<file path="config.mk">
export PLATFORM = sky130hd
export DESIGN_NAME = bicycle_odometry_integrator_top
export DESIGN_NICKNAME = d
export VERILOG_FILES = /design/src/boi_pkg.sv /design/src/bicycle_odometry_integrator_top.sv
export SDC_FILE = /design/constraint.sdc
export NUM_CORES = 2
export LEC_CHECK = 0
export BUFFER_PORTS_ARGS = -buffer_cell sky130_fd_sc_hd__clkbuf_2
export CAP_MARGIN = 25
export CORE_MARGIN = 1.5
export CORE_UTILIZATION = 50
export DETAILED_ROUTE_END_ITERATION = 8
export PLACE_DENSITY = 0.75
export SLEW_MARGIN = 20
export SYNTH_ARGS = -nofsm -noshare
export SYNTH_HDL_FRONTEND = slang
export SYNTH_SLANG_ARGS = --single-unit
</file>
<file path="constraint.sdc">
create_clock -name i_clk -period 14.7 [get_ports i_clk]
set_input_delay 0 -clock i_clk [delete_from_list [all_inputs] [get_ports i_clk]]
set_output_delay 0 -clock i_clk [all_outputs]
set_load 0.005 [all_outputs]
</file>
<file path="src/boi_pkg.sv">
package boi_pkg;

    localparam int CORDIC_STEPS_DEF  = 16;
    localparam int POS_FRAC_BITS_DEF = 16;

    // 2^30 / (2*pi), radians to binary angle
    localparam logic [27:0] RAD_TO_BAM = 28'd170891319;
    // CORDIC start value, pre-scaled by the converged gain (Q4.30)
    localparam logic signed [33:0] CORDIC_START = 34'sd652032874;

    localparam logic [15:0] SPEED_GAIN_RST      = 16'd18350;
    localparam logic [23:0] STEER_GAIN_RST      = 24'd9073;
    localparam logic [15:0] WHEELBASE_RST       = 16'd452;
    localparam logic [15:0] TIME_STEP_RST       = 16'd3277;
    localparam logic [31:0] INITIAL_HEADING_RST = 32'd1073196363;

    localparam logic [2:0] REG_SPEED_GAIN      = 3'd0;
    localparam logic [2:0] REG_STEER_GAIN      = 3'd1;
    localparam logic [2:0] REG_WHEELBASE       = 3'd2;
    localparam logic [2:0] REG_TIME_STEP       = 3'd3;
    localparam logic [2:0] REG_INITIAL_HEADING = 3'd4;

    // atan(2^-i) in binary angle units
    function automatic logic [29:0] atan_bam(input logic [4:0] idx);
        logic [29:0] r;
        case (idx)
            5'd0:  r = 30'd536870912;
            5'd1:  r = 30'd316933406;
            5'd2:  r = 30'd167458907;
            5'd3:  r = 30'd85004756;
            5'd4:  r = 30'd42667331;
            5'd5:  r = 30'd21354465;
            5'd6:  r = 30'd10679838;
            5'd7:  r = 30'd5340245;
            5'd8:  r = 30'd2670163;
            5'd9:  r = 30'd1335087;
            5'd10: r = 30'd667544;
            5'd11: r = 30'd333772;
            5'd12: r = 30'd166886;
            5'd13: r = 30'd83443;
            5'd14: r = 30'd41722;
            5'd15: r = 30'd20861;
            5'd16: r = 30'd10430;
            5'd17: r = 30'd5215;
            5'd18: r = 30'd2608;
            5'd19: r = 30'd1304;
            5'd20: r = 30'd652;
            5'd21: r = 30'd326;
            5'd22: r = 30'd163;
            5'd23: r = 30'd81;
            5'd24: r = 30'd41;
            5'd25: r = 30'd20;
            5'd26: r = 30'd10;
            5'd27: r = 30'd5;
            5'd28: r = 30'd3;
            5'd29: r = 30'd1;
            5'd30: r = 30'd1;
            default: r = 30'd0;
        endcase
        return r;
    endfunction

endpackage

</file>
<file path="src/bicycle_odometry_integrator_top.sv">
// Kinematic bicycle odometry integrator.
// Slave stream (i_s_axis_*): one beat per measurement, raw speed and raw
// steering-wheel angle. Master stream (o_m_axis_*): one beat per input
// with updated x, y, heading, velocity and yaw rate.
// APB port: speed_gain, steer_gain, wheelbase, time_step, initial_heading
// at byte addresses 0, 4, 8, 12, 16; pready is always high. Write only
// while the block is idle. A written initial_heading is only read back.
// Operation: one item at a time. Each item runs 11 multiplies in a
// bit-serial shift-add unit (one multiplier bit per cycle), two CORDIC
// runs of CORDIC_STEPS steps and a restoring divide (skipped for a zero
// divisor), with a sequencer step before each. The next item is accepted
// as soon as the previous one is done; its result waits in the output
// register while the receiver stalls, and the block holds its last step
// until that register is free.
// Reset: registers take their defaults, x and y go to zero and the heading
// to the default initial heading; no output is pending.
module bicycle_odometry_integrator_top
    import boi_pkg::*;
#(
    parameter int CORDIC_STEPS  = CORDIC_STEPS_DEF,
    parameter int POS_FRAC_BITS = POS_FRAC_BITS_DEF
) (
    input  logic         i_clk,
    input  logic         i_rst_n,
    input  logic         i_s_axis_tvalid,
    output logic         o_s_axis_tready,
    input  logic [31:0]  i_s_axis_tdata,   // speed_raw[15:0], steer_raw[31:16]
    output logic         o_m_axis_tvalid,
    input  logic         i_m_axis_tready,
    output logic [127:0] o_m_axis_tdata,   // x_pos, y_pos, heading_out, velocity, yaw_rate
    input  logic         psel,
    input  logic         penable,
    input  logic         pwrite,
    input  logic [4:0]   paddr,
    input  logic [31:0]  pwdata,
    output logic [31:0]  prdata,
    output logic         pready
);

    localparam int SH_POS = 54 - POS_FRAC_BITS;
    localparam int CNT_W  = $clog2(CORDIC_STEPS + 1);

    typedef enum logic [2:0] {
        ST_IDLE,
        ST_SEQ,
        ST_MUL,
        ST_CORDIC,
        ST_DIV
    } t_state;

    typedef enum logic [3:0] {
        PH_SPEED, PH_STEER, PH_WHEEL_K, PH_WHEEL_COS, PH_NUM, PH_DEN, PH_DIVIDE,
        PH_YAW, PH_YAW_TS, PH_YAW_K, PH_HEAD_COS, PH_X_V, PH_X_TS, PH_Y_V, PH_Y_TS,
        PH_COMMIT
    } t_phase;

    t_state r_state;
    t_phase r_phase;

    logic [15:0] r_speed_gain, r_wheelbase, r_time_step;
    logic [23:0] r_steer_gain;
    logic [31:0] r_initial_heading;

    logic signed [15:0] r_speed, r_steer, r_v;
    logic signed [31:0] r_x, r_y, r_x_new, r_yaw;
    logic [31:0]        r_heading, r_dh;

    // bit-serial multiplier
    logic signed [63:0] r_acc, r_ma;
    logic [27:0]        r_mb;
    logic [4:0]         r_mcnt;
    logic               r_msgn;

    // CORDIC
    logic signed [33:0] r_cx, r_cy, r_cs, r_ss;
    logic signed [32:0] r_cz;
    logic [CNT_W-1:0]   r_ccnt;
    logic               r_cflip;

    // divider
    logic signed [63:0] r_num;
    logic [63:0]        r_rem, r_dvd, r_dvs, r_q;
    logic [6:0]         r_dcnt;
    logic               r_qneg;

    logic         r_m_valid;
    logic [127:0] r_m_data;

    function automatic logic signed [31:0] sat32(input logic signed [63:0] a);
        logic signed [31:0] r;
        if (a > 64'sd2147483647)       r = 32'sh7fff_ffff;
        else if (a < -64'sd2147483648) r = 32'sh8000_0000;
        else                           r = a[31:0];
        return r;
    endfunction

    // fold into [-pi/2, pi/2]
    function automatic logic [33:0] fold(input logic [31:0] a);
        logic signed [32:0] z;
        logic               f;
        z = {a[31], a};
        f = 1'b0;
        if (z > 33'sd1073741824) begin
            z = z - 33'sd2147483648;
            f = 1'b1;
        end else if (z < -33'sd1073741824) begin
            z = z + 33'sd2147483648;
            f = 1'b1;
        end
        return {f, z};
    endfunction

    // multiplier step
    logic               mul_last;
    logic signed [63:0] mul_acc;
    assign mul_last = (r_mcnt == 5'd1);
    always_comb begin
        mul_acc = r_acc;
        if (r_mb[0]) mul_acc = (mul_last && r_msgn) ? r_acc - r_ma : r_acc + r_ma;
    end

    // CORDIC step
    logic [4:0]         c_idx;
    logic signed [33:0] c_nx, c_ny, c_fx, c_fy;
    logic signed [32:0] c_nz, c_atan;
    logic               c_last;
    assign c_idx  = 5'(r_ccnt);
    assign c_atan = 33'(atan_bam(c_idx));
    assign c_last = (r_ccnt == CNT_W'(CORDIC_STEPS - 1));
    always_comb begin
        if (!r_cz[32]) begin
            c_nx = r_cx - (r_cy >>> c_idx);
            c_ny = r_cy + (r_cx >>> c_idx);
            c_nz = r_cz - c_atan;
        end else begin
            c_nx = r_cx + (r_cy >>> c_idx);
            c_ny = r_cy - (r_cx >>> c_idx);
            c_nz = r_cz + c_atan;
        end
        c_fx = r_cflip ? -c_nx : c_nx;
        c_fy = r_cflip ? -c_ny : c_ny;
    end

    // divider step
    logic [63:0] d_sh;
    logic        d_ge;
    assign d_sh = {r_rem[62:0], r_dvd[63]};
    assign d_ge = (d_sh >= r_dvs);

    // per-phase arithmetic on finished results
    logic signed [63:0] v_rnd, pos_rnd, pos_sum, num_sh;
    logic signed [15:0] v_sat;
    logic [63:0]        wheel_rnd, dh_rnd;
    logic signed [31:0] yaw_q;
    logic signed [32:0] yaw_rnd;
    logic signed [15:0] yaw_out;
    logic [33:0]        fold_wheel, fold_head;

    always_comb begin
        v_rnd = (r_acc + 64'sd32768) >>> 16;
        if (v_rnd > 64'sd32767)       v_sat = 16'sh7fff;
        else if (v_rnd < -64'sd32768) v_sat = 16'sh8000;
        else                          v_sat = v_rnd[15:0];
        wheel_rnd = 64'(r_acc) + (64'd1 << 25);
        dh_rnd    = 64'(r_acc) + (64'd1 << 29);
        pos_rnd   = (r_acc + (64'sd1 <<< (SH_POS - 1))) >>> SH_POS;
        num_sh    = r_num <<< 16;
        if (r_qneg) yaw_q = (r_q > 64'd2147483648) ? 32'sh8000_0000 : 32'(-r_q);
        else        yaw_q = (r_q > 64'd2147483647) ? 32'sh7fff_ffff : r_q[31:0];
        yaw_rnd = (33'(r_yaw) + 33'sd128) >>> 8;
        if (yaw_rnd > 33'sd32767)       yaw_out = 16'sh7fff;
        else if (yaw_rnd < -33'sd32768) yaw_out = 16'sh8000;
        else                            yaw_out = yaw_rnd[15:0];
        fold_wheel = fold(wheel_rnd[57:26]);
        fold_head  = fold(r_heading);
        pos_sum = 64'(r_phase == PH_COMMIT ? r_y : r_x) + pos_rnd;
    end

    logic s_acc, m_acc, cfg_wr;
    assign o_s_axis_tready = (r_state == ST_IDLE);
    assign s_acc  = i_s_axis_tvalid && o_s_axis_tready;
    assign m_acc  = r_m_valid && i_m_axis_tready;
    assign cfg_wr = psel && penable && pwrite && pready;
    assign pready = 1'b1;
    assign o_m_axis_tvalid = r_m_valid;
    assign o_m_axis_tdata  = r_m_data;

    always_comb begin
        case (paddr[4:2])
            REG_SPEED_GAIN:      prdata = {16'd0, r_speed_gain};
            REG_STEER_GAIN:      prdata = {8'd0, r_steer_gain};
            REG_WHEELBASE:       prdata = {16'd0, r_wheelbase};
            REG_TIME_STEP:       prdata = {16'd0, r_time_step};
            REG_INITIAL_HEADING: prdata = r_initial_heading;
            default:             prdata = 32'd0;
        endcase
    end

    always_ff @(posedge i_clk) begin
        if (!i_rst_n) begin
            r_state           <= ST_IDLE;
            r_phase           <= PH_SPEED;
            r_speed_gain      <= SPEED_GAIN_RST;
            r_steer_gain      <= STEER_GAIN_RST;
            r_wheelbase       <= WHEELBASE_RST;
            r_time_step       <= TIME_STEP_RST;
            r_initial_heading <= INITIAL_HEADING_RST;
            r_x               <= '0;
            r_y               <= '0;
            r_heading         <= INITIAL_HEADING_RST;
            r_m_valid         <= 1'b0;
        end else begin
            if (cfg_wr) begin
                case (paddr[4:2])
                    REG_SPEED_GAIN:      r_speed_gain      <= pwdata[15:0];
                    REG_STEER_GAIN:      r_steer_gain      <= pwdata[23:0];
                    REG_WHEELBASE:       r_wheelbase       <= pwdata[15:0];
                    REG_TIME_STEP:       r_time_step       <= pwdata[15:0];
                    REG_INITIAL_HEADING: r_initial_heading <= pwdata;
                    default: ;
                endcase
            end
            if (m_acc) r_m_valid <= 1'b0;

            case (r_state)
                ST_IDLE: begin
                    if (s_acc) begin
                        r_speed <= i_s_axis_tdata[15:0];
                        r_steer <= i_s_axis_tdata[31:16];
                        r_phase <= PH_SPEED;
                        r_state <= ST_SEQ;
                    end
                end
                ST_MUL: begin
                    r_acc  <= mul_acc;
                    r_ma   <= r_ma <<< 1;
                    r_mb   <= r_mb >> 1;
                    r_mcnt <= r_mcnt - 5'd1;
                    if (mul_last) r_state <= ST_SEQ;
                end
                ST_CORDIC: begin
                    r_cx   <= c_last ? c_fx : c_nx;
                    r_cy   <= c_last ? c_fy : c_ny;
                    r_cz   <= c_nz;
                    r_ccnt <= r_ccnt + CNT_W'(1);
                    if (c_last) r_state <= ST_SEQ;
                end
                ST_DIV: begin
                    r_rem  <= d_ge ? d_sh - r_dvs : d_sh;
                    r_q    <= {r_q[62:0], d_ge};
                    r_dvd  <= r_dvd << 1;
                    r_dcnt <= r_dcnt - 7'd1;
                    if (r_dcnt == 7'd1) r_state <= ST_SEQ;
                end
                ST_SEQ: begin
                    // consume the last result, launch the next operation
                    r_phase <= t_phase'(r_phase + 4'd1);
                    r_state <= ST_MUL;
                    r_acc   <= '0;
                    r_msgn  <= 1'b0;
                    r_mcnt  <= 5'd16;
                    r_ccnt  <= '0;
                    r_cx    <= CORDIC_START;
                    r_cy    <= '0;
                    case (r_phase)
                        PH_SPEED: begin
                            r_ma <= 64'(r_speed);
                            r_mb <= 28'(r_speed_gain);
                        end
                        PH_STEER: begin
                            r_v    <= v_sat;
                            r_ma   <= 64'(r_steer);
                            r_mb   <= 28'(r_steer_gain);
                            r_mcnt <= 5'd24;
                        end
                        PH_WHEEL_K: begin
                            r_ma   <= r_acc;
                            r_mb   <= RAD_TO_BAM;
                            r_mcnt <= 5'd28;
                        end
                        PH_WHEEL_COS: begin
                            r_cflip <= fold_wheel[33];
                            r_cz    <= fold_wheel[32:0];
                            r_state <= ST_CORDIC;
                        end
                        PH_NUM: begin
                            r_cs   <= r_cx;
                            r_ss   <= r_cy;
                            r_ma   <= 64'(r_cy);
                            r_mb   <= 28'(r_v);
                            r_msgn <= 1'b1;
                        end
                        PH_DEN: begin
                            r_num <= r_acc;
                            r_ma  <= 64'(r_cs);
                            r_mb  <= 28'(r_wheelbase);
                        end
                        PH_DIVIDE: begin
                            if (r_acc == 64'sd0) begin
                                // zero divisor: saturate to the numerator's sign
                                if (r_num > 64'sd0)      r_yaw <= 32'sh7fff_ffff;
                                else if (r_num < 64'sd0) r_yaw <= 32'sh8000_0000;
                                else                     r_yaw <= '0;
                                r_phase <= PH_YAW_TS;
                                r_state <= ST_SEQ;
                            end else begin
                                r_dvd   <= num_sh[63] ? 64'(-num_sh) : 64'(num_sh);
                                r_dvs   <= r_acc[63] ? 64'(-r_acc) : 64'(r_acc);
                                r_qneg  <= num_sh[63] ^ r_acc[63];
                                r_rem   <= '0;
                                r_q     <= '0;
                                r_dcnt  <= 7'd64;
                                r_state <= ST_DIV;
                            end
                        end
                        PH_YAW: begin
                            r_yaw   <= yaw_q;
                            r_state <= ST_SEQ;
                        end
                        PH_YAW_TS: begin
                            r_ma <= 64'(r_yaw);
                            r_mb <= 28'(r_time_step);
                        end
                        PH_YAW_K: begin
                            r_ma   <= r_acc;
                            r_mb   <= RAD_TO_BAM;
                            r_mcnt <= 5'd28;
                        end
                        PH_HEAD_COS: begin
                            r_dh    <= dh_rnd[61:30];
                            r_cflip <= fold_head[33];
                            r_cz    <= fold_head[32:0];
                            r_state <= ST_CORDIC;
                        end
                        PH_X_V: begin
                            r_ss   <= r_cy;
                            r_ma   <= 64'(r_cx);
                            r_mb   <= 28'(r_v);
                            r_msgn <= 1'b1;
                        end
                        PH_X_TS, PH_Y_TS: begin
                            r_ma <= r_acc;
                            r_mb <= 28'(r_time_step);
                        end
                        PH_Y_V: begin
                            r_x_new <= sat32(pos_sum);
                            r_ma    <= 64'(r_ss);
                            r_mb    <= 28'(r_v);
                            r_msgn  <= 1'b1;
                        end
                        default: begin
                            // commit; hold while the previous beat is still pending
                            r_phase <= PH_COMMIT;
                            r_state <= ST_SEQ;
                            if (!r_m_valid || i_m_axis_tready) begin
                                r_x       <= r_x_new;
                                r_y       <= sat32(pos_sum);
                                r_heading <= r_heading + r_dh;
                                r_m_valid <= 1'b1;
                                r_m_data  <= {yaw_out, r_v, r_heading + r_dh,
                                              sat32(pos_sum), r_x_new};
                                r_state   <= ST_IDLE;
                            end
                        end
                    endcase
                end
                default: r_state <= ST_IDLE;
            endcase
        end
    end

    a_start: assert property (@(posedge i_clk) disable iff (!i_rst_n)
        s_acc |=> (r_state == ST_SEQ) && (r_phase == PH_SPEED))
        else $error("accepted beat did not start the sequence");
    a_mul_cnt: assert property (@(posedge i_clk) disable iff (!i_rst_n)
        (r_state == ST_MUL) |-> (r_mcnt != 5'd0))
        else $error("multiplier running with empty count");
    a_div_cnt: assert property (@(posedge i_clk) disable iff (!i_rst_n)
        (r_state == ST_DIV) |-> (r_dcnt != 7'd0))
        else $error("divider running with empty count");
    a_out_src: assert property (@(posedge i_clk) disable iff (!i_rst_n)
        (r_m_valid && !$past(r_m_valid)) |-> ($past(r_phase) == PH_COMMIT))
        else $error("output raised outside the commit step");

endmodule
</file>
Yosys cells after proc, flatten, opt, wreduce, memory -nomap -nowiden
Memory sizes are Yosys's and may differ from the RTL's. A register that Yosys moved wholly into a read port is not among the register bits.
Index checks and enable logic that the tools add are counted.
W data, S select, Z words.
{ "classes": {"n_lt_le_gt_ge": 15, "reduce_logical": 53, "eq_ne": 37, "n_mux": 74, "bitwise_logic": 3, "n_addsub": 29, "shifts": 2} }
{ "ops": {"columns": ["operator", "n"], "rows": [
  ["$mux W64", 8],
  ["$pmux W64 S2", 4],
  ["$pmux W64 S8", 1],
  ["$mux W32", 8],
  ["$mux W34", 6],
  ["$pmux W28 S6", 1],
  ["$mux W33", 5],
  ["$pmux W32 S5", 1],
  ["$pmux W34 S2", 2],
  ["$pmux W33 S2", 2],
  ["$gt A64 B32 Y1 const B", 2],
  ["$neg A64 Y64", 2],
  ["$mux W63", 2],
  ["$pmux W63 S2", 1],
  ["$add A34 B34 Y34", 2],
  ["$neg A34 Y34", 2],
  ["$sshr A34 B5 Y34", 2],
  ["$sub A34 B34 Y34", 2],
  ["$add A32 B33 Y33 const B", 2],
  ["$sub A32 B33 Y33 const B", 2],
  ["$add A64 B17 Y64 const B", 1],
  ["$add A64 B26 Y64", 1],
  ["$add A64 B39 Y64 const B", 1],
  ["$add A64 B64 Y64", 1],
  ["other kinds (71)", 152]
]} }
{ "word_totals": {"output_inout_bits": 163, "romBits": 960, "word_cells": 253, "input_bits": 76, "register_bits": 1144, "mem_count": 1} }
{ "memory_table": {"columns": ["name", "words", "width", "read_ports", "rd_clocked_by_memory_dff", "write_ports", "line_no", "text"], "rows": [
  ["(name not given)", 32, 30, 1, 1, 0, "boi_pkg.sv:26", "case (idx)"]
]} }

Depth between registers and ports, before layout
{ "depth": {"word_depth": 7, "depth_mapped": 33} }

Worst setup path after synthesis
OpenSTA, ideal clock, no wires.
{ "synth_path": {"path_kind": "register to register", "from": "register r_acc[41]", "to": "register r_dcnt[0], enable pin", "t_required_ps": 13716, "path_slack_ps": -1231, "period_less_slack_ps": 15931, "arrival_time_ps": 14947, "path_buffers": 2, "path_stages_with_launch": 11, "path_cell_list": "edfxtp_1 clkbuf_1 or4_1 clkbuf_1 or4_4 or4_4 or3_4 nand3_2 nor3_1 a21oi_1 nor3b_1"} }
{ "synth_between": {"elab_chain_cells": 3} }
{ "synth_rtl": {"columns": ["element", "line_no", "text"], "rows": [
  ["start, declared", "bicycle_odometry_integrator_top.sv:69", "logic signed [63:0] r_acc, r_ma;"],
  ["start signal, assigned", "bicycle_odometry_integrator_top.sv:235", "r_acc <= mul_acc;"],
  ["$logic_not A64 Y1", "bicycle_odometry_integrator_top.sv:299", "if (r_acc == 64'sd0) begin"],
  ["$ne A2 B2 Y1 (no line)", null, null],
  ["$reduce_and A4 Y1 (no line)", null, null],
  ["end signal, assigned", "bicycle_odometry_integrator_top.sv:252", "r_dcnt <= r_dcnt - 7'd1;"],
  ["end, declared", "bicycle_odometry_integrator_top.sv:83", "logic [6:0] r_dcnt;"]
]} }
No other way between the ends.
A chain may end at the register's enable or synchronous reset.

Worst setup path after layout
{ "layout_path": {"from": "register r_ccnt[1] (netlist: c_idx[1])", "to": "register r_cx[33] (data pin)"} }
{ "layout_between": {"elab_chain_cells": 7, "word_cells_on_any_way": 9} }
{ "layout_rtl": {"columns": ["element", "line_no", "text"], "rows": [
  ["start, declared", "bicycle_odometry_integrator_top.sv:77", "logic [CNT_W-1:0] r_ccnt;"],
  ["start signal, assigned", "bicycle_odometry_integrator_top.sv:245", "r_ccnt <= r_ccnt + CNT_W'(1);"],
  ["$sshr A34 B5 Y34", "bicycle_odometry_integrator_top.sv:132, bicycle_odometry_integrator_top.sv:136", null],
  ["$sub A34 B34 Y34 or $add A34 B34 Y34 (tied branches)", "bicycle_odometry_integrator_top.sv:132, bicycle_odometry_integrator_top.sv:136", null],
  ["$mux W34", "bicycle_odometry_integrator_top.sv:131", "if (!r_cz[32]) begin"],
  ["$neg A34 Y34", "bicycle_odometry_integrator_top.sv:140", "c_fx = r_cflip ? -c_nx : c_nx;"],
  ["$mux W34", "bicycle_odometry_integrator_top.sv:140", null],
  ["$mux W34 (*)", "bicycle_odometry_integrator_top.sv:242", "r_cx <= c_last ? c_fx : c_nx;"],
  ["$pmux W34 S2 (*)", "bicycle_odometry_integrator_top.sv:225", "case (r_state)"],
  ["end signal, assigned", "bicycle_odometry_integrator_top.sv:242", null],
  ["end, declared", "bicycle_odometry_integrator_top.sv:75", "logic signed [33:0] r_cx, r_cy, r_cs, r_ss;"]
]} }
Every way passes the cells marked *; elsewhere a longest branch is shown, timed or not.

==> metrics.md <==
| Metric | Value |
|---|---|
| Hold path start | `pwdata[7]` |
| Clk pwr share | `22.3%` |
| Max-cap check violation count | `0` |
| R2R Path End | `r_cx[33]` |
| Power per cell area | `163.7 nW/um^2` |
| Register area share after synthesis | `42.63%` |
| Cell area after synthesis | `75990 um^2` |
| Clock transition at the registers of the reported paths | `0.06 ns` |
| Minimum clock period | `8.451 ns` |
| Port Buffer Count | `235` |
| Critical R2R Launch | `c_idx[1]` |
| Maximum VDD drop | `0.1435 mV` |
| Crit start category | `flop` |
| # rows | `142` |
| Gpl congestion | `1.001` |
| Critical path fanouts, max | `75` |
| Synth Register Bits | `1158` |
| Nets | `8639` |
| Top FF cell, synth | `edfxtp_1` |
| Tcrit/Tclk final | `57.49%` |
| Grt met1 use | `40.49%` |
| Gates resized, CTS repair | `0` |
| Largest net degree at the start of global routing | `161` |
| Arrival time at the worst endpoint | `8.91 ns` |
| Internal power | `8199 uW` |
| Reg power frac | `33.2%` |
| CP Buf/Inv Count | `2` |
| Asr flop ratio synth | `0%` |
| Syn nets | `8473` |
| Register-to-Register Setup Slack | `6.25 ns` |
| DP Wirelength | `167600 um` |
| HP Class | `input port to flop` |
| DRC viols | `14` |
| Initial Utilization | `50.56%` |
| Met3 usage | `4.838%` |
| Die height | `392.8 um` |
| RSZ-0062 raised after global routing | `no` |
| Met2 Usage GRT | `45.90%` |
| Number of nets still failing antenna checks after routing | `0` |
| Setup Crit Path Kind | `flop to flop` |
| Peak Freq | `118.3 MHz` |
| Iteration count of the initial detailed-routing pass | `9` |
| Setup Viol. Count Final | `0` |
| CTS Buf Count | `121` |
| Critical Path RT | `15.16 ns` |
| Final setup TNS | `0 ns` |
| Area Growth Syn to Fin | `11.13%` |
| Slowest stage delay, CP | `0.84 ns` |
| Most common cell after layout, fill and taps aside | `nand2_1` |
| Hold Path End | `r_time_step[7]` |
| Grt ovf | `0` |
| Hold_ws | `0.05658 ns` |
| Die span in x | `392.8 um` |
| Final Hold Vio Count | `0` |
| Clock Skew | `0.06621 ns` |
| Syn. warnings | `0` |
| Setup crit end kind | `flop` |
| DRT iter0 DRCs | `7742` |
| Post-route insts no fill | `10350` |
| Worst-Margin Slew | `1.100 ns` |
| Crit-path leading delay family | `compound AO/OA/AOI/OAI gates` |
| FILL cells | `12975` |
| Net Sw Power | `5622 uW` |
| Full die area | `154300 um^2` |
| Status | `finished, violations left` |
| Vias in the first global route | `60791` |
| DR WL/cell | `22.60 um` |
| Cell depth of the worst flop-to-flop path | `25` |
| Most frequent cells in the layout | `nand2_1 (1011), edfxtp_1 (920), nor2_1 (696)` |
| Logic pwr share | `44.4%` |
| Ratio of cells with drive above 1 in the final layout | `9.890%` |
| Via count | `65159` |
| Slew HR | `26.17%` |
| Yosys cell types | `102` |
| Maximum buffer depth of the clock tree | `3` |
| H-tree levels | `3` |
| Mapped Cells | `8066` |
| Critical path's slowest cell | `buf_4` |
| First-pass GRT wire length | `354800 um` |
| Clock Latency Late Sink | `0.80 ns` |
| CORE AREA | `150300 um^2` |
| Antenna violations before repair | `1` |
| Root Buffer | `clkbuf_16` |
| Hold Crit Depth | `4` |
| Syn_area_per_cell | `9.421 um^2` |
| Placed cell count | `10000` |
| DRT Wirelength | `233900 um` |
| Clock sink count | `1158` |
| Top-Level Pins | `239` |
| Via/cell ratio | `6.296` |
| Switching Fraction | `40.68%` |
| CTS tree | `yes` |
| CP startpoint | `c_idx[1]` |
| EDFF count, synth | `920` |
| Final slew viol count | `0` |
| Total GRT Usage | `29.42%` |
| GRT busiest layer | `met2` |
| LEAKAGE | `0.03155 uW` |
| Failing checks | `DRC` |
## tightest hold or removal path: stages
cell and delay (ns):
dlygate4sd3_1 0.54, clkbuf_2 0.16, nand2_1 0.06, nand3_1 0.07
## power groups by stage
stage / clock network, uW / logic, uW / registers (uW)
5_1_grt: 3240 / 6730 / 4610
4_1_cts: 3130 / 6020 / 4570
6_report: 3090 / 6140 / 4590
2_1_floorplan: 0 / 4490 / 4440
3_3_place_gp: 0 / 5830 / 4620
3_5_place_dp: 0 / 5950 / 4630
## Yosys cell counts, types with 82 or more instances
library cell / number / area, um^2
nand3_1: 214 / 1071
xor2_1: 316 / 2768
nand4_1: 82 / 513.0
xnor2_1: 393 / 3442
nor3_1: 152 / 760.7
ha_1: 323 / 4041
nor2_1: 702 / 2635
a21o_1: 161 / 1209
a21oi_1: 471 / 2357
inv_1: 231 / 867.1
o21ai_0: 521 / 2608
dfxtp_1: 238 / 4765
edfxtp_1: 920 / 27630
a21boi_0: 112 / 840.8
nand2_1: 1012 / 3799
clkbuf_1: 362 / 1359
mux2i_1: 142 / 1421
and2_1: 109 / 681.9
## flip-flops by register name (all words and copies together) (netlist names), 33 cells and up
name	count
r_cs	34
r_cx	34
o_m_axis_tdata	128
r_dvd	48
r_cy	34
r_rem	63
r_ss	34
r_acc	64
r_cz	33
r_dvs	64
r_ma	64
r_num	64
r_q	64
## through the flow
stage	instance area [um^2]	setup slack, ns	util (%)	power, uW
6_report	84450	6.249	56.18	13820
5_1_grt	84440	5.709	56.18	14580
4_1_cts	84360	6.419	56.12	13710
3_5_place_dp	79140	6.475	52.65	10590
3_3_place_gp	79120	6.498	52.64	10450
2_1_floorplan	75990	5.252	-	8927
## logic make-up after synthesis
group / synth area share, %
other cells: 0.004935
mux: 4.824
flops: 42.63
buf+inv: 3.555
simple gates: 17.08
compound gates: 18.19
xor+xnor: 8.172
fa+ha+maj: 5.542
## layout make-up
cell class	count	area, um^2	area share [%]
inverters	238	898.4	1.064
multi-input cells	6213	41080	48.64
repair buffers	500	3536	4.187
well taps	2016	2522	2.987
flip-flops and latches	1158	32390	38.36
diodes	2	5.005	0.005926
clock buffers	163	3398	4.024
clock inverters	60	619.3	0.7334
## metal layers
layer | vias up | part of all wire, %
met5 | - | 0
met4 | 0 | 4.4
met3 | 584 | 9.7
met2 | 3386 | 45
met1 | 31202 | 41
li1 | 29987 | -
## worst max path at each step
stage / endpoint / cells after the start
2_1_floorplan: r_dcnt[0] / 10
3_3_place_gp: r_cx[33] / 24
3_5_place_dp: r_cx[33] / 24
4_1_cts: r_cx[33] / 24
5_1_grt: r_cy[33] / 24
6_report: r_cx[33] / 25
## timing repair
item | in CTS | in global routing
endpoints found under the setup margin | 0 | 0
hold buffers | 120 | 0
endpoints found under the hold margin | 160 | 0
setup buffers | 0 | 0
Note: power is estimated with default switching activity, not from simulation.
